**src/hw/rtl/fpd_pkg.sv**
```systemverilog
// Shared types and constants for the fingerprint packet deframer.
`timescale 1ns / 1ps
`default_nettype none
package fpd_pkg;

  localparam logic [1:0] KIND_PAYLOAD = 2'd0;
  localparam logic [1:0] KIND_GOOD    = 2'd1;
  localparam logic [1:0] KIND_BAD_SUM = 2'd2;
  localparam logic [1:0] KIND_BAD_LEN = 2'd3;

  localparam int unsigned CFG_INDEX_W = 8;
  localparam logic [CFG_INDEX_W-1:0] REG_HEADER_FIRST   = 8'd0;
  localparam logic [CFG_INDEX_W-1:0] REG_HEADER_SECOND  = 8'd1;
  localparam logic [CFG_INDEX_W-1:0] REG_DEVICE_ADDRESS = 8'd2;
  localparam logic [CFG_INDEX_W-1:0] REG_MAX_LENGTH     = 8'd3;

  localparam logic [7:0]  RESET_HEADER_FIRST   = 8'd239;
  localparam logic [7:0]  RESET_HEADER_SECOND  = 8'd1;
  localparam logic [31:0] RESET_DEVICE_ADDRESS = 32'hFFFF_FFFF;
  localparam logic [15:0] RESET_MAX_LENGTH     = 16'd256;

  localparam logic [15:0] CHECKSUM_BYTES = 16'd2;

  typedef enum logic [11:0] {
    PH_HDR0    = 12'b0000_0000_0001,
    PH_HDR1    = 12'b0000_0000_0010,
    PH_ADDR0   = 12'b0000_0000_0100,
    PH_ADDR1   = 12'b0000_0000_1000,
    PH_ADDR2   = 12'b0000_0001_0000,
    PH_ADDR3   = 12'b0000_0010_0000,
    PH_TYPE    = 12'b0000_0100_0000,
    PH_LEN_HI  = 12'b0000_1000_0000,
    PH_LEN_LO  = 12'b0001_0000_0000,
    PH_PAYLOAD = 12'b0010_0000_0000,
    PH_CSUM_HI = 12'b0100_0000_0000,
    PH_CSUM_LO = 12'b1000_0000_0000
  } phase_t;

  typedef struct packed {
    logic [7:0]  header_first;
    logic [7:0]  header_second;
    logic [31:0] device_address;
    logic [15:0] max_length;
  } cfg_t;

  typedef struct packed {
    logic [15:0] frame_length;
    logic [7:0]  byte_value;
    logic [7:0]  packet_type;
    logic [1:0]  kind;
  } res_t;

endpackage
`default_nettype wire

```
**src/hw/rtl/fingerprint_packet_deframer.sv**
```systemverilog
// Top level of the fingerprint packet deframer: stream ports, registers and pipeline.
// Path: a byte is held in the input register, then any result in the result register.
// Throughput: one byte per cycle while the output side keeps taking results; the rate
// is set by the single parser step between the input register and the result register.
// Reset: rst is synchronous and active high; it restores the register defaults, empties
// both pipeline registers and returns the parser to the first header byte.
`timescale 1ns / 1ps
`default_nettype none
module fingerprint_packet_deframer (
  input  wire logic                            clk,
  input  wire logic                            rst,
  input  wire logic                            s_tvalid,
  output logic                                 s_tready,
  input  wire logic [7:0]                      s_tdata,   // rx_byte[7:0]
  output logic                                 m_tvalid,
  input  wire logic                            m_tready,
  // kind[1:0], packet_type[9:2], byte_value[17:10], frame_length[33:18], zero[39:34]
  output logic [39:0]                          m_tdata,
  input  wire logic                            cfg_valid,
  output logic                                 cfg_ready,
  input  wire logic [fpd_pkg::CFG_INDEX_W-1:0] cfg_index,
  input  wire logic [31:0]                     cfg_data
);

  fpd_pkg::cfg_t cfg;
  logic          in_valid;
  logic [7:0]    in_byte;
  logic          advance;
  logic          res_fire;
  fpd_pkg::res_t res;
  fpd_pkg::res_t out_res;

  assign cfg_ready = 1'b1;

  always_ff @(posedge clk) begin
    if (rst) begin
      cfg.header_first   <= fpd_pkg::RESET_HEADER_FIRST;
      cfg.header_second  <= fpd_pkg::RESET_HEADER_SECOND;
      cfg.device_address <= fpd_pkg::RESET_DEVICE_ADDRESS;
      cfg.max_length     <= fpd_pkg::RESET_MAX_LENGTH;
    end else if (cfg_valid && cfg_ready) begin
      case (cfg_index)
        fpd_pkg::REG_HEADER_FIRST:   cfg.header_first   <= cfg_data[7:0];
        fpd_pkg::REG_HEADER_SECOND:  cfg.header_second  <= cfg_data[7:0];
        fpd_pkg::REG_DEVICE_ADDRESS: cfg.device_address <= cfg_data;
        fpd_pkg::REG_MAX_LENGTH:     cfg.max_length     <= cfg_data[15:0];
        default: ;
      endcase
    end
  end

  // The held byte moves through the parser when the result register is free or draining.
  assign advance  = in_valid && (!m_tvalid || m_tready);
  assign s_tready = !in_valid || advance;

  always_ff @(posedge clk) begin
    if (rst) begin
      in_valid <= 1'b0;
    end else if (s_tready) begin
      in_valid <= s_tvalid;
    end
  end

  always_ff @(posedge clk) begin
    if (s_tvalid && s_tready) begin
      in_byte <= s_tdata;
    end
  end

  fpd_parser u_parser (
    .clk      (clk),
    .rst      (rst),
    .step     (advance),
    .rx_byte  (in_byte),
    .cfg      (cfg),
    .res_fire (res_fire),
    .res      (res)
  );

  always_ff @(posedge clk) begin
    if (rst) begin
      m_tvalid <= 1'b0;
    end else if (advance) begin
      m_tvalid <= res_fire;
    end else if (m_tready) begin
      m_tvalid <= 1'b0;
    end
  end

  always_ff @(posedge clk) begin
    if (advance && res_fire) begin
      out_res <= res;
    end
  end

  assign m_tdata = {6'd0, out_res};

`ifndef ASSERT_OFF
  a_zero_byte_on_status: assert property (@(posedge clk) disable iff (rst)
    m_tvalid && (m_tdata[1:0] != fpd_pkg::KIND_PAYLOAD) |-> m_tdata[17:10] == 8'd0)
    else $error("status result carries a nonzero byte value");

  a_input_held: assert property (@(posedge clk) disable iff (rst)
    in_valid && !advance |=> in_valid && $stable(in_byte))
    else $error("held input byte lost or changed while stalled");

  a_result_registered: assert property (@(posedge clk) disable iff (rst)
    advance && res_fire |=> m_tvalid && (m_tdata[33:0] == $past(res)))
    else $error("parser result not captured in the output register");

  a_no_advance_on_stall: assert property (@(posedge clk) disable iff (rst)
    m_tvalid && !m_tready |-> !advance)
    else $error("parser stepped while the output register was blocked");
`endif

endmodule
`default_nettype wire

```
**src/hw/rtl/fpd_parser.sv**
```systemverilog
// Packet parser state machine: consumes one byte per step and produces at most one result.
`timescale 1ns / 1ps
`default_nettype none
module fpd_parser (
  input  wire logic          clk,
  input  wire logic          rst,
  input  wire logic          step,
  input  wire logic [7:0]    rx_byte,
  input  wire fpd_pkg::cfg_t cfg,
  output logic               res_fire,
  output fpd_pkg::res_t      res
);

  fpd_pkg::phase_t phase, phase_next;
  logic [7:0]  current_type, current_type_next;
  logic [15:0] declared_length, declared_length_next;
  logic [15:0] bytes_remaining, bytes_remaining_next;
  logic [15:0] running_sum, running_sum_next;
  logic [7:0]  checksum_high, checksum_high_next;

  logic        do_clear;
  logic [15:0] sum_add;
  logic [15:0] len_full;

  assign sum_add  = running_sum + {8'd0, rx_byte};
  assign len_full = {declared_length[15:8], rx_byte};

  always_comb begin
    phase_next           = phase;
    current_type_next    = current_type;
    declared_length_next = declared_length;
    bytes_remaining_next = bytes_remaining;
    running_sum_next     = running_sum;
    checksum_high_next   = checksum_high;
    do_clear             = 1'b0;
    res_fire             = 1'b0;
    res.kind             = fpd_pkg::KIND_PAYLOAD;
    res.packet_type      = current_type;
    res.byte_value       = 8'd0;
    res.frame_length     = declared_length;

    case (phase)
      fpd_pkg::PH_HDR1: begin
        if (rx_byte == cfg.header_second) phase_next = fpd_pkg::PH_ADDR0;
        else do_clear = 1'b1;
      end
      fpd_pkg::PH_ADDR0: begin
        if (rx_byte == cfg.device_address[31:24]) phase_next = fpd_pkg::PH_ADDR1;
        else do_clear = 1'b1;
      end
      fpd_pkg::PH_ADDR1: begin
        if (rx_byte == cfg.device_address[23:16]) phase_next = fpd_pkg::PH_ADDR2;
        else do_clear = 1'b1;
      end
      fpd_pkg::PH_ADDR2: begin
        if (rx_byte == cfg.device_address[15:8]) phase_next = fpd_pkg::PH_ADDR3;
        else do_clear = 1'b1;
      end
      fpd_pkg::PH_ADDR3: begin
        if (rx_byte == cfg.device_address[7:0]) phase_next = fpd_pkg::PH_TYPE;
        else do_clear = 1'b1;
      end
      fpd_pkg::PH_TYPE: begin
        current_type_next = rx_byte;
        running_sum_next  = {8'd0, rx_byte};
        phase_next        = fpd_pkg::PH_LEN_HI;
      end
      fpd_pkg::PH_LEN_HI: begin
        declared_length_next = {rx_byte, 8'd0};
        running_sum_next     = sum_add;
        phase_next           = fpd_pkg::PH_LEN_LO;
      end
      fpd_pkg::PH_LEN_LO: begin
        declared_length_next = len_full;
        running_sum_next     = sum_add;
        if (len_full < fpd_pkg::CHECKSUM_BYTES || len_full > cfg.max_length) begin
          res_fire         = 1'b1;
          res.kind         = fpd_pkg::KIND_BAD_LEN;
          res.frame_length = len_full;
          do_clear         = 1'b1;
        end else begin
          bytes_remaining_next = len_full - fpd_pkg::CHECKSUM_BYTES;
          phase_next = (len_full == fpd_pkg::CHECKSUM_BYTES) ? fpd_pkg::PH_CSUM_HI
                                                             : fpd_pkg::PH_PAYLOAD;
        end
      end
      fpd_pkg::PH_PAYLOAD: begin
        running_sum_next     = sum_add;
        bytes_remaining_next = bytes_remaining - 16'd1;
        if (bytes_remaining == 16'd1) phase_next = fpd_pkg::PH_CSUM_HI;
        res_fire       = 1'b1;
        res.byte_value = rx_byte;
      end
      fpd_pkg::PH_CSUM_HI: begin
        checksum_high_next = rx_byte;
        phase_next         = fpd_pkg::PH_CSUM_LO;
      end
      fpd_pkg::PH_CSUM_LO: begin
        res_fire = 1'b1;
        res.kind = ({checksum_high, rx_byte} == running_sum) ? fpd_pkg::KIND_GOOD
                                                             : fpd_pkg::KIND_BAD_SUM;
        do_clear = 1'b1;
      end
      default: begin
        // First header byte; any stray code also lands here.
        if (rx_byte == cfg.header_first) phase_next = fpd_pkg::PH_HDR1;
        else do_clear = 1'b1;
      end
    endcase

    if (do_clear) begin
      phase_next           = fpd_pkg::PH_HDR0;
      current_type_next    = 8'd0;
      declared_length_next = 16'd0;
      bytes_remaining_next = 16'd0;
      running_sum_next     = 16'd0;
      checksum_high_next   = 8'd0;
    end
  end

  always_ff @(posedge clk) begin
    if (rst) begin
      phase           <= fpd_pkg::PH_HDR0;
      current_type    <= 8'd0;
      declared_length <= 16'd0;
      bytes_remaining <= 16'd0;
      running_sum     <= 16'd0;
      checksum_high   <= 8'd0;
    end else if (step) begin
      phase           <= phase_next;
      current_type    <= current_type_next;
      declared_length <= declared_length_next;
      bytes_remaining <= bytes_remaining_next;
      running_sum     <= running_sum_next;
      checksum_high   <= checksum_high_next;
    end
  end

endmodule
`default_nettype wire
```
**config.mk**
```make
export PLATFORM = sky130hd
export DESIGN_NAME = fingerprint_packet_deframer
export DESIGN_NICKNAME = d
export VERILOG_FILES = /design/src/hw/rtl/fpd_pkg.sv /design/src/hw/rtl/fingerprint_packet_deframer.sv /design/src/hw/rtl/fpd_parser.sv
export SDC_FILE = /design/constraint.sdc
export NUM_CORES = 1
export LEC_CHECK = 0
export BUFFER_PORTS_ARGS = -buffer_cell sky130_fd_sc_hd__buf_2
export CAP_MARGIN = 5
export CORE_MARGIN = 3
export CORE_UTILIZATION = 45
export DETAILED_ROUTE_END_ITERATION = 10
export MAX_ROUTING_LAYER = met4
export PLACE_DENSITY_LB_ADDON = 0.05
export SLEW_MARGIN = 10
export SYNTH_ARGS = -nofsm -noshare
export SYNTH_HDL_FRONTEND = slang
export SYNTH_SLANG_ARGS = --single-unit
```
**constraint.sdc**
```tcl
create_clock -name clk -period 6.4 [get_ports clk]
set_input_delay 0.64 -clock clk [delete_from_list [all_inputs] [get_ports clk]]
set_output_delay 0.64 -clock clk [all_outputs]
set_load 0.02 [all_outputs]
```
# Yosys cells after proc, flatten, opt, wreduce, memory -nomap -nowiden
# Index checks and enable logic that the tools add are counted.
[classes] addsub=3 magnitude_cmp=2 n_eq_ne=32 n_mux=38 n_reduce_logical=31
[op_table] op="12-bit one-hot mux with 11 select lines" n=1
[op_table] op="12-bit two-way mux" n=9
[op_table] op="16-bit one-hot mux with 2 select lines" n=3
[op_table] op="16-bit two-way mux" n=4
[op_table] op="8-bit == test" n=6
[op_table] op="8-bit two-way mux" n=6
[op_table] op="3-bit by 1-bit != test with 1-bit output, second input constant" n=6
[op_table] op="16-bit by 8-bit adder with 16-bit output" n=1
[op_table] op="16-bit by 1-bit == test with 1-bit output, second input constant" n=1
[op_table] op="16-bit == test" n=1
[op_table] op="16-bit by 2-bit == test with 1-bit output, second input constant" n=1
[op_table] op="8-bit by 2-bit == test with 1-bit output, second input constant" n=2
[op_table] op="16-bit greater-than comparator" n=1
[op_table] op="16-bit by 2-bit less-than comparator with 1-bit output, second input constant" n=1
[op_table] op="2-bit AND reduction" n=8
[op_table] op="16-bit by 1-bit subtractor with 16-bit output, second input constant" n=1
[op_table] op="16-bit by 2-bit subtractor with 16-bit output, second input constant" n=1
[op_table] op="12-bit by 10-bit == test with 1-bit output, second input constant" n=1
[op_table] op="12-bit by 11-bit == test with 1-bit output, second input constant" n=1
[op_table] op="12-bit == test, second input constant" n=1
[op_table] op="12-bit by 2-bit == test with 1-bit output, second input constant" n=1
[op_table] op="12-bit by 3-bit == test with 1-bit output, second input constant" n=1
[op_table] op="12-bit by 4-bit == test with 1-bit output, second input constant" n=1
[op_table] op="12-bit by 5-bit == test with 1-bit output, second input constant" n=1
[op_table] op="25 further kinds" n=46
[word_totals] register_bits=184 inputBits=53 out_inout_bits=43 wordCells=124

# Longest topological paths before layout
# Gate-level depths: netlist (run 1).
[depth] word_depth=6 mapped_depth=13 ltp_nobuf=10

# Cells and area by module
# From an unflattened synthesis (run 1), not the netlist that was laid out.
[hier_totals] hier_cells=1080 area_unflattened_um2=9998.3
[by_module_without_submodules] mod="fpd_parser" n_inst=1 cells_per_inst=754 area_each_um2=5926.9 seq_area_each_um2=1521.5
[by_module_without_submodules] mod="fingerprint_packet_deframer" n_inst=1 cells_per_inst=326 area_each_um2=4071.4 seq_area_each_um2=2582.5

# Worst setup path before layout (run 1)
# No wires, ideal clock.
[synth_path] path_type="flip-flop to flip-flop" startpoint="reg u_parser.declared_length[8]" endpoint="reg out_res, in the netlist m_tdata[0] (enable)" setup_time_ps=389 arrival_time_ps=2979 required_ps=6011 slack_ps=3033 stages_incl_launch_ff=8 n_path_buf=0 synth_period_minus_slack_ps=3367 path_cell_list="dfxtp_1 > or4_4 > or4_4 > or4_4 > nand3_1 > o311a_2 > o31ai_1 > inv_1"
[synth_between] elab_chain_len=5 elab_cells_between_ends=6 cone_classes="order compare: 2; mux: 2; reduce/logical: 2"
[synth_rtl] element="from (decl)" line="fpd_parser.sv:16" text="logic [15:0] declared_length, declared_length_next;"
[synth_rtl] element="from (signal assigned)" line="fpd_parser.sv:132" text="declared_length <= declared_length_next;"
[synth_rtl] element="16-bit by 2-bit less-than comparator with 1-bit output or 16-bit greater-than comparator (tied branches)" line="fpd_parser.sv:76" text="if (len_full < fpd_pkg::CHECKSUM_BYTES || len_full > cfg.max_length) begin"
[synth_rtl] element="1-bit logical OR (*)" line="fpd_parser.sv:76"
[synth_rtl] element="1-bit two-way mux (*)" line="fpd_parser.sv:76"
[synth_rtl] element="1-bit one-hot mux with 2 select lines (*)" line="fpd_parser.sv:42" text="case (phase)"
[synth_rtl] element="1-bit logical AND (*)" line="fingerprint_packet_deframer.sv:91" text="if (advance && res_fire) begin"
[synth_rtl] element="to (signal assigned)" line="fingerprint_packet_deframer.sv:92" text="out_res <= res;"
[synth_rtl] element="to (decl)" line="fingerprint_packet_deframer.sv:31" text="fpd_pkg::res_t out_res;"
# Every way passes the cells marked *; elsewhere a longest branch is shown, timed or not.
# A chain may end at the register's enable or synchronous reset.

# Worst setup path in the final report (run 1)
[layout_path] startpoint="reg u_parser.declared_length[12]" endpoint="reg u_parser.running_sum[13]"
[layout_between] elab_chain_len=6 elab_cells_between_ends=8 cone_classes="order compare: 2; mux: 3; reduce/logical: 3"
[layout_rtl] element="16-bit by 2-bit less-than comparator with 1-bit output or 16-bit greater-than comparator (tied branches)" line="fpd_parser.sv:76"
[layout_rtl] element="1-bit logical OR (*)" line="fpd_parser.sv:76"
[layout_rtl] element="1-bit two-way mux (*)" line="fpd_parser.sv:76"
[layout_rtl] element="1-bit one-hot mux with 8 select lines (*)" line="fpd_parser.sv:42"
[layout_rtl] element="3-bit nonzero test (no line)"
[layout_rtl] element="2-bit AND reduction (no line)"
[layout_rtl] element="to (signal assigned)" line="fpd_parser.sv:134" text="running_sum <= running_sum_next;"
[layout_rtl] element="to (decl)" line="fpd_parser.sv:18" text="logic [15:0] running_sum, running_sum_next;"
# Marks and branches as above.

==> results of run 1 <==
## layout make-up
class                      count  area (sq um)
clock buffer                  17           425
clock inverter                15           154
fill                        1828          9350
inverter                      35           131
multi-input combinational    682          4720
sequential                   184          4100
tap                          265           332
timing repair buffer         105           568
## metal layers
layer | vias to the layer above | wire length [microns] | global-route usage (%)
li1 | 3586 | - | -
met3 | 17 | 853 | 3.74
met1 | 3509 | 11300 | 29.9
met5 | - | 0 | -
met2 | 141 | 11100 | 35.6
met4 | 0 | 213 | 5.17
## cells by family (layout without fill, tap and decap cells)
logic type,count (synthesis),count (layout)
and+or+nand+nor,334,334
DFF,184,184
AOI/OAI and AO/OA,167,167
buffers and inverters,97,172
xor gates and xnor gates,77,77
muxes,69,69
adders and majority gates,28,28
other,2,7
## flip-flops by register name, indices dropped and copies added (netlist names), 8 cells and up
name                      flops
cfg                          64
in_byte                       8
m_tdata                      34
u_parser.bytes_remaining     16
u_parser.checksum_high        8
u_parser.current_type         8
u_parser.declared_length     16
u_parser.phase               12
u_parser.running_sum         16
## final timing paths
path,end,from,slack [ns]
worst max-delay path,u_parser.running_sum[13],u_parser.declared_length[12],2.79
worst max register to register,u_parser.running_sum[13],u_parser.declared_length[12],2.79
worst min register to register,m_tdata[5],u_parser.current_type[3],0.44
worst min-delay path,in_byte[7],s_tdata[7],0.37
## critical path, delay by kind of cell (launching register included)
family                   cells  cell delay (ns)
AO/OA/AOI/OAI                3             1.03
flip-flops                   1             0.52
AND/OR/NAND/NOR              5             1.69
adder cells (fa/ha/maj)      1             0.30
## synthesized netlist by cell type, types with 3 or more instances
library cell                  n  share of area [%]
sky130_fd_sc_hd__a211oi_1     3               0.24
sky130_fd_sc_hd__a21o_1       4               0.33
sky130_fd_sc_hd__a21oi_1     29                1.6
sky130_fd_sc_hd__a221o_1      5               0.54
sky130_fd_sc_hd__a22o_1      35                3.3
sky130_fd_sc_hd__a22oi_1      4               0.33
sky130_fd_sc_hd__a31oi_1      7               0.47
sky130_fd_sc_hd__a32oi_1      4               0.38
sky130_fd_sc_hd__and2_1       6               0.41
sky130_fd_sc_hd__and3_1      13               0.88
sky130_fd_sc_hd__buf_1        8               0.33
sky130_fd_sc_hd__buf_2        9               0.49
sky130_fd_sc_hd__buf_4        7               0.57
sky130_fd_sc_hd__clkbuf_1    36                1.5
sky130_fd_sc_hd__dfxtp_1    142                 31
sky130_fd_sc_hd__edfxtp_1    42                 14
sky130_fd_sc_hd__ha_1        27                3.7
sky130_fd_sc_hd__inv_1       32                1.3
sky130_fd_sc_hd__mux2i_1     68                7.4
sky130_fd_sc_hd__nand2_1    110                4.5
sky130_fd_sc_hd__nand2b_1     5               0.34
sky130_fd_sc_hd__nand3_1     25                1.4
sky130_fd_sc_hd__nand4_1     19                1.3
sky130_fd_sc_hd__nor2_1      68                2.8
sky130_fd_sc_hd__nor2b_1      3               0.20
sky130_fd_sc_hd__nor3_1      22                1.2
sky130_fd_sc_hd__nor3b_1      3               0.24
sky130_fd_sc_hd__nor4_1      19                1.3
sky130_fd_sc_hd__o211ai_1    10               0.81
sky130_fd_sc_hd__o21ai_0     17               0.92
sky130_fd_sc_hd__o21ai_1      9               0.49
sky130_fd_sc_hd__o2bb2ai_1   13                1.2
sky130_fd_sc_hd__o311a_1      4               0.43
sky130_fd_sc_hd__or3_1       14               0.95
sky130_fd_sc_hd__or4_1        9               0.73
sky130_fd_sc_hd__or4_4        3               0.37
sky130_fd_sc_hd__xnor2_1     56                5.3
sky130_fd_sc_hd__xor2_1      21                2.0
## cell usage in the layout, fill, tap and decap left out, types with 5 or more instances in the layout
cell type | netlist | final
sky130_fd_sc_hd__dfxtp_1 | 142 | 142
sky130_fd_sc_hd__nand3_1 | 25 | 25
sky130_fd_sc_hd__o211ai_1 | 10 | 10
sky130_fd_sc_hd__o21ai_1 | 9 | 9
sky130_fd_sc_hd__or4_1 | 9 | 9
sky130_fd_sc_hd__a21oi_1 | 29 | 29
sky130_fd_sc_hd__xnor2_1 | 56 | 56
sky130_fd_sc_hd__nand2b_1 | 5 | 5
sky130_fd_sc_hd__o21ai_0 | 17 | 17
sky130_fd_sc_hd__nor3_1 | 22 | 22
sky130_fd_sc_hd__and2_1 | 6 | 6
sky130_fd_sc_hd__xor2_1 | 21 | 21
sky130_fd_sc_hd__inv_8 | 0 | 5
sky130_fd_sc_hd__or3_1 | 14 | 14
sky130_fd_sc_hd__and3_1 | 13 | 13
sky130_fd_sc_hd__a22o_1 | 35 | 35
sky130_fd_sc_hd__inv_1 | 32 | 32
sky130_fd_sc_hd__nand4_1 | 19 | 19
sky130_fd_sc_hd__nor2_1 | 68 | 67
sky130_fd_sc_hd__o2bb2ai_1 | 13 | 13
sky130_fd_sc_hd__edfxtp_1 | 42 | 42
sky130_fd_sc_hd__a31oi_1 | 7 | 7
sky130_fd_sc_hd__buf_4 | 7 | 17
sky130_fd_sc_hd__a221o_1 | 5 | 5
sky130_fd_sc_hd__nor4_1 | 19 | 19
sky130_fd_sc_hd__buf_2 | 9 | 88
sky130_fd_sc_hd__nand2_1 | 110 | 110
sky130_fd_sc_hd__clkbuf_16 | 0 | 17
sky130_fd_sc_hd__conb_1 | 2 | 7
sky130_fd_sc_hd__ha_1 | 27 | 27
sky130_fd_sc_hd__mux2i_1 | 68 | 68
## through the flow
step	worst slack [ns]	total power [W]
after global placement	2.86	0.00138
final	2.79	0.00239
after floorplan	3.03	0.00132
after CTS	2.76	0.00242
after detailed placement	2.80	0.00138
after global routing	2.55	0.00248
## power breakdown
part | internal, W | switching, W
Sequential | 0.00119 | 0.00000641
Clock | 0.000521 | 0.000516
Combinational | 0.0000562 | 0.000105
Total | 0.00176 | 0.000628
==> impl_table.tex, run 1 <==
\begin{tabular}{lr}
\hline
Metric & Value \\
\hline
\multicolumn{2}{l}{\textbf{Worst setup path}} \\
Peak per-stage delay on the critical path & 0.58 ns \\
Worst reg2reg path depth & 9 \\
Crit. End Element & flip-flop \\
Cell breakdown of the critical path & ha\_1 -> nand4\_1 -> nor3\_1 -> or4b\_1 -> o31ai\_2 -> a21o\_1 -> nand3\_1 -> or4\_1 -> a31oi\_1 \\
Required time of the worst setup path & 6.77 ns \\
Cell with the largest stage delay on the worst path & sky130\_fd\_sc\_hd\_\_or4\_1 \\
Startpoint Class & flip-flop \\
Arrival time at the worst endpoint & a little under 4 ns \\
Worst Path Max Fanout & 15 \\
Type of the setup path with the least slack & reg -> reg \\
\multicolumn{2}{l}{\textbf{Synth}} \\
Synth Area in Compound Gates & 14.2\% \\
Count of mapped cells out of synthesis & about 960 \\
Multiplexer area fraction after synthesis & 7.50\% \\
Seq/Total Area, Yosys & $\sim$44\% \\
Average instance area after synthesis & 9.63 sq um \\
Commonest register cell after synthesis & sky130\_fd\_sc\_hd\_\_dfxtp\_1 \\
FF+latch count, synth & 184 \\
Synth Warn \# & 0 \\
Number of enable flip-flop cells after synthesis & 42 \\
Parity-gate share of the synthesized area counting xor and xnor cells & 7.31\% \\
FFs w/ async S/R, synth & 0\% \\
Largest family of logic cells by synthesized area & simple AND/OR/NAND/NOR gates \\
Area share of fa/ha/maj cells after synthesis & 3.88\% \\
Distinct cells, synth & 73 \\
Post-Synth Simple-Gate Area & 18.0\% \\
Area of the mapped netlist & 9220 sq um \\
\multicolumn{2}{l}{\textbf{Floorplan}} \\
Count of standard-cell rows & 51 \\
Total die area & 22300 sq um \\
Top-Level Pins & 96 \\
Core area & between 15000 and 20000 sq um \\
Effective utilization at floorplan & between 40\% and 50\% \\
Die boundary height & 149 microns \\
Width of the chip & 149 microns \\
\multicolumn{2}{l}{\textbf{Clocking}} \\
Max H-tree Level & 4 \\
Clock root cell & sky130\_fd\_sc\_hd\_\_clkbuf\_16 \\
Clk\_lat worst skew & between 0.4 and 0.5 ns \\
CTS clock-pin slew for the worst setup and hold paths & 0.07 ns \\
Buffer count from post-CTS setup fixing & 0 \\
CTS sink count & 184 \\
Hold buffer count at cts & 0 \\
Buffer depth of the longest clock path & 2 \\
Post\_cts resized & 0 \\
Inserted Clock Buffers & 17 \\
TritonCTS clock tree & done \\
\multicolumn{2}{l}{\textbf{Global route}} \\
Overall routing resource usage & 22.3\% \\
Pin count of the biggest net entering global routing & 50 \\
First-pass GRT wire length & 37.6 mm \\
Number of global-route vias before repair & 6895 \\
Remaining global-route overflow & 0 \\
Initial antenna violation count & 0 \\
\multicolumn{2}{l}{\textbf{Timing}} \\
Min Tclk post-route & about 3.6 ns \\
Total Negative Setup Slacks & 0 ns \\
Slew at the pin closest to its max-slew limit & roughly 1.1 ns \\
Max transition margin & 25.9\% \\
Share of the clock period used by the worst path & 56.5\% \\
Count of final hold-check violations & 0 \\
Unrepaired setup endpoints after global routing & no \\
Count of final setup violators & 0 \\
Final-layout worst hold slack & around 0.37 ns \\
Setup Skew & 0.0103 ns \\
Final-report max-slew violation count & 0 \\
Fmax & 277 MHz \\
\multicolumn{2}{l}{\textbf{Placed design}} \\
Number of port buffers & 88 \\
RePlAce Congestion & 0.840 \\
Post-detailed-placement half-perimeter wirelength & about 16 mm \\
Area after DPL & 9860 sq um \\
Total instance count after detailed placement & between 1000 and 1500 \\
\multicolumn{2}{l}{\textbf{Job}} \\
\# Max-Cap Violations & 0 \\
\multicolumn{2}{l}{\textbf{Cells and area}} \\
Fraction of final layout cells with drive strength greater than 1 & 15.3\% \\
Layout Cell Area excl Fill & 10400 sq um \\
Number of standard cells in the layout, taps in and fillers out & 1303 \\
\# diodes & 0 \\
Signed area change from the synthesized netlist to the final layout & 13.1\% \\
Util after Layout & 52.8\% \\
Final net count & 1106 \\
\multicolumn{2}{l}{\textbf{Route}} \\
Number of vias after detailed routing & 7253 \\
Initial DRT Pass Iterations & 5 \\
ANT nets after route & 0 \\
Wirelength, routed & about 23 mm \\
Avg Vias per Cell & $\sim$5.6 \\
Post-detailed-route wirelength per cell & 18.0 microns \\
DRC violations left & 0 \\
Initial drt markers & 459 \\
\multicolumn{2}{l}{\textbf{Power and ir drop}} \\
Cell Pwr Density & 229 nW/um\^{}2 \\
Worst-case vdd ir drop & 0.175 mV \\
Leak Pwr & 4.31 nW \\
\multicolumn{2}{l}{\textbf{Worst hold path}} \\
Worst Hold Depth & 1 \\
Path class of the lowest-slack min-delay path & in -> reg \\
\multicolumn{2}{l}{\textbf{Outcome}} \\
Run status & complete, no violations \\
\hline
\end{tabular}
Note: power is estimated with default switching activity, not from simulation.
==> run 2: changes to the inputs <==
==> constraint.sdc (replaced) <==
create_clock -name clk -period 3.3 [get_ports clk]
set_input_delay 0.33 -clock clk [delete_from_list [all_inputs] [get_ports clk]]
set_output_delay 0.33 -clock clk [all_outputs]
set_load 0.02 [all_outputs]
==> impl_table.tex, run 2 (same netlist as run 1, synthesis figures left out) <==
\begin{tabular}{lr}
\hline
Metric & Value \\
\hline
\multicolumn{2}{l}{\textbf{Floorplan}} \\
Core area & 19800 sq um (unchanged) \\
Die boundary height & 149 microns (unchanged) \\
Count of standard-cell rows & 51 (unchanged) \\
Top-Level Pins & 96 (unchanged) \\
Width of the chip & 149 microns (unchanged) \\
Effective utilization at floorplan & 46.6\% (unchanged) \\
Total die area & 22300 sq um (unchanged) \\
\multicolumn{2}{l}{\textbf{Power and ir drop}} \\
Sequential group share of total power & 49.6\% (-0.3 points) \\
Clock network power share & 43.3\% (about the same) \\
Total power & 0.00466 W (+95\%) \\
Share of power burned in combinational logic & 7.1\% (+0.4 points) \\
Net Sw Frac & 26.3\% (+0.040 points) \\
Cell Pwr Density & 433 nW/um\^{}2 (+89\%) \\
Leak Pwr & 4.48 nW (+3.9\%) \\
Total net switching power & 0.00123 W (+95\%) \\
Worst-case vdd ir drop & 0.340 mV (+95\%) \\
Internal power contribution & 0.00344 W (+95\%) \\
\multicolumn{2}{l}{\textbf{Timing}} \\
Slew at the pin closest to its max-slew limit & 0.636 ns (-0.473 ns) \\
Final-report max-slew violation count & 0 (unchanged) \\
Count of final hold-check violations & 0 (unchanged) \\
Total Negative Setup Slacks & 0 ns (unchanged) \\
Setup Skew & 0.0140 ns (+0.00372 ns) \\
Min Tclk post-route & 3.18 ns (-0.434 ns) \\
Max transition margin & 57.2\% (+31 points) \\
Share of the clock period used by the worst path & 96.4\% (+40 points) \\
Fmax & 314 MHz (+14\%) \\
Count of final setup violators & 0 (unchanged) \\
\multicolumn{2}{l}{\textbf{Global route}} \\
Overall routing resource usage & 22.7\% (+0.41 points) \\
First-pass GRT wire length & 38.5 mm (+2.5\%) \\
Number of global-route vias before repair & 6832 (-0.91\%) \\
Pin count of the biggest net entering global routing & 45 (-10\%) \\
Initial antenna violation count & 0 (unchanged) \\
Remaining global-route overflow & 0 (unchanged) \\
\multicolumn{2}{l}{\textbf{Worst setup path}} \\
Worst Path Max Fanout & 11 (-4) \\
Terminus of the critical flop-to-flop path & u\_parser.declared\_length[6] \\
Required time of the worst setup path & 3.68 ns (-3.09 ns) \\
R2r setup slk & 0.12 ns (-2.67 ns) \\
Arrival time at the worst endpoint & 3.56 ns (-0.42 ns) \\
Type of the setup path with the least slack & reg -> reg \\
Startpoint Class & flip-flop \\
RR Startpoint & cfg[15] \\
Worst reg2reg path depth & 11 (+2) \\
Crit. End Element & flip-flop \\
\multicolumn{2}{l}{\textbf{Worst hold path}} \\
Worst Hold Depth & 1 (unchanged) \\
Path class of the lowest-slack min-delay path & in -> reg \\
Endpoint of the worst hold path & in\_byte[2] \\
Source of the worst hold timing path & s\_tdata[2] \\
\multicolumn{2}{l}{\textbf{Clocking}} \\
CTS clock-pin slew for the worst setup and hold paths & 0.07 ns (about the same) \\
Inserted Clock Buffers & 17 (unchanged) \\
TritonCTS clock tree & done \\
CTS sink count & 184 (unchanged) \\
Max H-tree Level & 4 (unchanged) \\
Clk\_lat worst skew & 0.44 ns (about the same) \\
Clock root cell & sky130\_fd\_sc\_hd\_\_clkbuf\_16 \\
Buffer depth of the longest clock path & 2 (unchanged) \\
\multicolumn{2}{l}{\textbf{Route}} \\
Number of vias after detailed routing & 7342 (+1.2\%) \\
Avg Vias per Cell & 5.51 (-1.1\%) \\
DRC violations left & 0 (unchanged) \\
Initial DRT Pass Iterations & 5 (unchanged) \\
Wirelength, routed & 23.7 mm (+1.1\%) \\
ANT nets after route & 0 (unchanged) \\
Initial drt markers & 467 (+1.7\%) \\
Post-detailed-route wirelength per cell & 17.8 microns (-1.2\%) \\
\multicolumn{2}{l}{\textbf{Cells and area}} \\
Commonest cells after routing, fill and taps aside & 142 x sky130\_fd\_sc\_hd\_\_dfxtp\_1, 110 x sky130\_fd\_sc\_hd\_\_nand2\_1, 88 x sky130\_fd\_sc\_hd\_\_buf\_2, 68 x sky130\_fd\_sc\_hd\_\_mux2i\_1, 67 x sky130\_fd\_sc\_hd\_\_nor2\_1 \\
Register ranked first by flip-flop count & cfg \\
\# diodes & 0 (unchanged) \\
Signed area change from the synthesized netlist to the final layout & 16.7\% \\
Number of standard cells in the layout, taps in and fillers out & 1333 (+2.3\%) \\
Commonest non-fill, non-tap cell in the layout & sky130\_fd\_sc\_hd\_\_dfxtp\_1 \\
Max reg flops & 64 (unchanged) \\
Fraction of final layout cells with drive strength greater than 1 & 18.2\% (+2.8 points) \\
Util after Layout & 54.4\% (+1.7 points) \\
Final net count & 1136 (+2.7\%) \\
\multicolumn{2}{l}{\textbf{Placed design}} \\
RePlAce Congestion & 0.874 (+4.0\%) \\
Post-detailed-placement half-perimeter wirelength & 17.0 mm (+4.5\%) \\
Number of port buffers & 88 (unchanged) \\
Total instance count after detailed placement & 1299 (+2.2\%) \\
\multicolumn{2}{l}{\textbf{Job}} \\
\# Max-Cap Violations & 0 (unchanged) \\
\multicolumn{2}{l}{\textbf{Outcome}} \\
Run status & complete, no violations \\
\hline
\end{tabular}
run 2: changes by cell type in the layout (fill, tap and decap cells not counted), sizes merged:
cell	delta
buf	+30
clkinv	-3
clkinvlp	+2
inv	+1
run 2: power by group through the flow:
stage	Combinational, W	Clock (W)	Sequential (W)
after floorplan	0.000194	0	0.00236
after global placement	0.000328	0	0.00236
after detailed placement	0.000326	0	0.00236
after CTS	0.000328	0.00206	0.00231
after global routing	0.000364	0.00216	0.00231
final	0.000333	0.00202	0.00231
run 2: layout make-up:
| type | instances | area (sq um) |
|---|---|---|
| fill | 1847 | 9020 |
| clock inverter | 15 | 151 |
| inverter | 35 | 135 |
| sequential | 184 | 4100 |
| timing repair buffer | 135 | 856 |
| multi-input combinational | 682 | 4760 |
| clock buffer | 17 | 425 |
| tap | 265 | 332 |
run 2: per-layer routing:
metal	wire length [microns]	track usage, %	vias to the layer above
met5	0	-	-
met4	336	6.36	0
met3	982	3.25	28
met2	10700	33.6	179
met1	11600	32.6	3490
li1	-	-	3645
run 2: what timing repair did:
item                                   4_1_cts  5_1_grt
gates resized for setup                      1        3
gates cloned                                 0        0
hold buffers                                 0        0
endpoints found under the hold margin        0        0
buffers inserted                             1        1
setup endpoints to repair                   18       37
pin swaps                                    1        2
run 2: how the worst max path moves through the flow:
| stage | from | endpoint | slack (ns) | cells past startpoint |
|---|---|---|---|---|
| global route | cfg[15] | u_parser.declared_length[6] | -0.02 | 11 |
| finish | cfg[15] | u_parser.declared_length[6] | 0.12 | 11 |
| CTS | cfg[15] | u_parser.current_type[1] | 0.06 | 10 |
| floorplan | in_byte[0] | m_tdata[0] | 0.003 | 11 |
| global placement | cfg[15] | u_parser.declared_length[2] | 0.0003 | 10 |
| detailed placement | cfg[15] | u_parser.declared_length[6] | -0.02 | 10 |
run 2: worst max-delay path: stages, from the launching register on:
cell and delay (ns):
sky130_fd_sc_hd__dfxtp_1 0.33, sky130_fd_sc_hd__inv_1 0.04, sky130_fd_sc_hd__ha_1 0.33, sky130_fd_sc_hd__nand4_1 0.17, sky130_fd_sc_hd__nor3_1 0.09, sky130_fd_sc_hd__or4b_1 0.58, sky130_fd_sc_hd__o31ai_4 0.32, sky130_fd_sc_hd__a21oi_4 0.10
sky130_fd_sc_hd__o31a_4 0.46, sky130_fd_sc_hd__o41ai_4 0.34, sky130_fd_sc_hd__buf_4 0.20, sky130_fd_sc_hd__a22o_1 0.16
run 2: stage by stage:
step                cell area (sq um)  setup slack [ns]  hold WS, ns
finish                          10800             0.120       0.0630
global route                    10800           -0.0211       0.0497
CTS                             10700            0.0569       0.0459
detailed placement              10100           -0.0164        0.428
global placement                10100          0.000259        0.423
floorplan                        9260           0.00297        0.409
==> run 3: changes to the inputs <==
--- a/config.mk
+++ b/config.mk
@@ -5,14 +5,13 @@
 export SDC_FILE = /design/constraint.sdc
 export NUM_CORES = 1
 export LEC_CHECK = 0
-export BUFFER_PORTS_ARGS = -buffer_cell sky130_fd_sc_hd__buf_2
+export BUFFER_PORTS_ARGS = -buffer_cell sky130_fd_sc_hd__buf_4
 export CAP_MARGIN = 5
 export CORE_MARGIN = 3
-export CORE_UTILIZATION = 45
+export CORE_UTILIZATION = 50
 export DETAILED_ROUTE_END_ITERATION = 10
 export MAX_ROUTING_LAYER = met4
 export PLACE_DENSITY_LB_ADDON = 0.05
-export SLEW_MARGIN = 10
 export SYNTH_ARGS = -nofsm -noshare
 export SYNTH_HDL_FRONTEND = slang
 export SYNTH_SLANG_ARGS = --single-unit
==> impl_table.tex, run 3 (same netlist as run 1, synthesis figures left out) <==
\begin{tabular}{lr}
\hline
Metric & Value \\
\hline
\multicolumn{2}{l}{\textbf{Outcome}} \\
Run status & complete, no violations \\
\multicolumn{2}{l}{\textbf{Route}} \\
Avg Vias per Cell & 5.70 (+3.5\%) \\
Wirelength, routed & 24.1 mm (+1.6\%) \\
ANT nets after route & 0 (unchanged) \\
DRC violations left & 0 (unchanged) \\
Number of vias after detailed routing & 7425 (+1.1\%) \\
Met3 wire len & 1.22 mm (+24\%) \\
Total met2 wirelength after detailed routing & 10.9 mm (+1.6\%) \\
Initial DRT Pass Iterations & 5 (unchanged) \\
Post-detailed-route wirelength per cell & 18.5 microns (+4.0\%) \\
Initial drt markers & 528 (+13\%) \\
Total routed wire length on the met1 layer & 11.4 mm (-2.5\%) \\
Highest routed metal layer & met4 \\
\multicolumn{2}{l}{\textbf{Floorplan}} \\
Die boundary height & 142 microns (-4.9\%) \\
Total die area & 20100 sq um (-9.6\%) \\
Effective utilization at floorplan & 51.2\% (+4.5 points) \\
Core area & 18000 sq um (-8.9\%) \\
Top-Level Pins & 96 (unchanged) \\
Count of standard-cell rows & 49 (-3.9\%) \\
Width of the chip & 142 microns (-4.9\%) \\
\multicolumn{2}{l}{\textbf{Worst hold path}} \\
Path class of the lowest-slack min-delay path & in -> reg \\
\multicolumn{2}{l}{\textbf{Timing}} \\
Total Negative Setup Slacks & 0 ns (unchanged) \\
Share of the clock period used by the worst path & 95.6\% (-0.79 points) \\
Final-report max-slew violation count & 0 (unchanged) \\
Unrepaired setup endpoints after global routing & no \\
Setup Skew & 0.00812 ns (-0.00592 ns) \\
Count of final setup violators & 0 (unchanged) \\
Fmax & 317 MHz (+0.83\%) \\
Max transition margin & 40.8\% (-16 points) \\
Count of final hold-check violations & 0 (unchanged) \\
Final-layout worst hold slack & 0.0655 ns (+0.00248 ns) \\
Slew at the pin closest to its max-slew limit & 0.880 ns (+0.244 ns) \\
Min Tclk post-route & 3.15 ns (-0.0262 ns) \\
\multicolumn{2}{l}{\textbf{Cells and area}} \\
Signed area change from the synthesized netlist to the final layout & 18.6\% \\
Fraction of final layout cells with drive strength greater than 1 & 18.5\% (+0.38 points) \\
Register ranked first by flip-flop count & cfg \\
Number of standard cells in the layout, taps in and fillers out & 1302 (-2.3\%) \\
\# diodes & 0 (unchanged) \\
Commonest cells after routing, fill and taps aside & 142 x sky130\_fd\_sc\_hd\_\_dfxtp\_1, 138 x sky130\_fd\_sc\_hd\_\_buf\_4, 110 x sky130\_fd\_sc\_hd\_\_nand2\_1, 68 x sky130\_fd\_sc\_hd\_\_mux2i\_1, 67 x sky130\_fd\_sc\_hd\_\_nor2\_1 \\
Max reg flops & 64 (unchanged) \\
Commonest non-fill, non-tap cell in the layout & sky130\_fd\_sc\_hd\_\_dfxtp\_1 \\
Final net count & 1141 (+0.44\%) \\
\multicolumn{2}{l}{\textbf{Global route}} \\
Pin count of the biggest net entering global routing & 49 (+8.9\%) \\
Initial antenna violation count & 0 (unchanged) \\
Overall routing resource usage & 24.8\% (+2.1 points) \\
First-pass GRT wire length & 37.9 mm (-1.7\%) \\
Remaining global-route overflow & 0 (unchanged) \\
Number of global-route vias before repair & 7034 (+3.0\%) \\
\multicolumn{2}{l}{\textbf{Clocking}} \\
Clock root cell & sky130\_fd\_sc\_hd\_\_clkbuf\_16 \\
CTS sink count & 184 (unchanged) \\
Inserted Clock Buffers & 17 (unchanged) \\
TritonCTS clock tree & done \\
Max H-tree Level & 4 (unchanged) \\
Buffer depth of the longest clock path & 2 (unchanged) \\
CTS clock-pin slew for the worst setup and hold paths & 0.07 ns (about the same) \\
Clk\_lat worst skew & 0.44 ns (about the same) \\
Hold buffer count at cts & 0 (unchanged) \\
\multicolumn{2}{l}{\textbf{Worst setup path}} \\
Crit. End Element & flip-flop \\
Cell with the largest stage delay on the worst path & sky130\_fd\_sc\_hd\_\_or4b\_1 \\
Arrival time at the worst endpoint & 3.53 ns (-0.03 ns) \\
Required time of the worst setup path & 3.68 ns (about the same) \\
Startpoint Class & flip-flop \\
Worst Path Max Fanout & 11 (unchanged) \\
Type of the setup path with the least slack & reg -> reg \\
Cell breakdown of the critical path & inv\_1 -> ha\_1 -> nand4\_1 -> nor3\_1 -> or4b\_1 -> o31ai\_4 -> a21oi\_4 -> o31a\_4 -> o41ai\_4 -> buf\_4 -> a22o\_1 \\
Peak per-stage delay on the critical path & 0.58 ns (about the same) \\
\multicolumn{2}{l}{\textbf{Placed design}} \\
Post-detailed-placement half-perimeter wirelength & 16.6 mm (-2.3\%) \\
RePlAce Congestion & 0.856 (-2.1\%) \\
Total instance count after detailed placement & 1269 (-2.3\%) \\
Number of port buffers & 88 (unchanged) \\
\multicolumn{2}{l}{\textbf{Power and ir drop}} \\
Leak Pwr & 4.52 nW (+0.87\%) \\
Cell Pwr Density & 428 nW/um\^{}2 (-1.2\%) \\
Worst-case vdd ir drop & 0.350 mV (+2.9\%) \\
\multicolumn{2}{l}{\textbf{Job}} \\
\# Max-Cap Violations & 0 (unchanged) \\
\hline
\end{tabular}
## run 3: cell count changes in the layout (fill, tap and decap cells not counted), moves of 2 or more
cell and change:
sky130_fd_sc_hd__clkinvlp_4 +2, sky130_fd_sc_hd__buf_4 +96, sky130_fd_sc_hd__buf_12 -3, sky130_fd_sc_hd__inv_6 -3
sky130_fd_sc_hd__buf_2 -88
## run 3: metal layers
metal | track usage [%] | vias to the layer above
met2 | 37.2 | 208
met4 | 8.64 | 0
met3 | 4.48 | 37
met5 | - | -
met1 | 33.8 | 3529
li1 | - | 3651
## run 3: worst paths after layout
kind	from	to	slack [ns]	cells after the start
max	cfg[13]	u_parser.declared_length[6]	0.15	11
min	s_tdata[5]	in_byte[5]	0.07	1
max reg2reg	cfg[13]	u_parser.declared_length[6]	0.15	11
min reg2reg	u_parser.current_type[3]	m_tdata[5]	0.44	0
## run 3: critical path: cells and delay by family (launching register included)
| family | cells | cell delay, ns |
|---|---|---|
| AOI/OAI and AO/OA | 5 | 1.37 |
| and+or+nand+nor | 3 | 0.84 |
| DFF | 1 | 0.34 |
| adders and majority gates | 1 | 0.30 |
| buffers and inverters | 2 | 0.26 |
## run 3: final cells by class
type                            instances  area (sq um)
Clock buffer                           17           425
Clock inverter                         15           155
Fill cell                            1636          7090
Inverter                               35           135
Multi-Input combinational cell        682          4750
Sequential cell                       184          4100
Tap cell                              229           287
Timing Repair Buffer                  140          1080
## run 3: through the flow
stage | utilization, % | instance area (sq um) | total power [W] | worst slack, ns
2_1_floorplan | - | 9260 | 0.00256 | 0.00297
3_3_place_gp | 57.3 | 10300 | 0.00271 | 0.00225
3_5_place_dp | 57.3 | 10300 | 0.00271 | -0.0132
4_1_cts | 60.6 | 10900 | 0.00472 | 0.0121
5_1_grt | 60.7 | 10900 | 0.00484 | 0.00137
6_report | 60.7 | 10900 | 0.00468 | 0.147
## run 3: power by group
part / leakage [nW] / switching (W) / internal [W] / total [W]
clock network: 0.276 / 0.00101 / 0.00101 / 0.00202
registers: 1.62 / 0.00000771 / 0.00230 / 0.00231
logic: 2.62 / 0.000217 / 0.000135 / 0.000353
## run 3: what timing repair did
item	in CTS	in global routing
setup endpoints to repair	8	46
pin swaps	1	2
buffers inserted	1	0
gates cloned	0	0
resized for setup	0	3
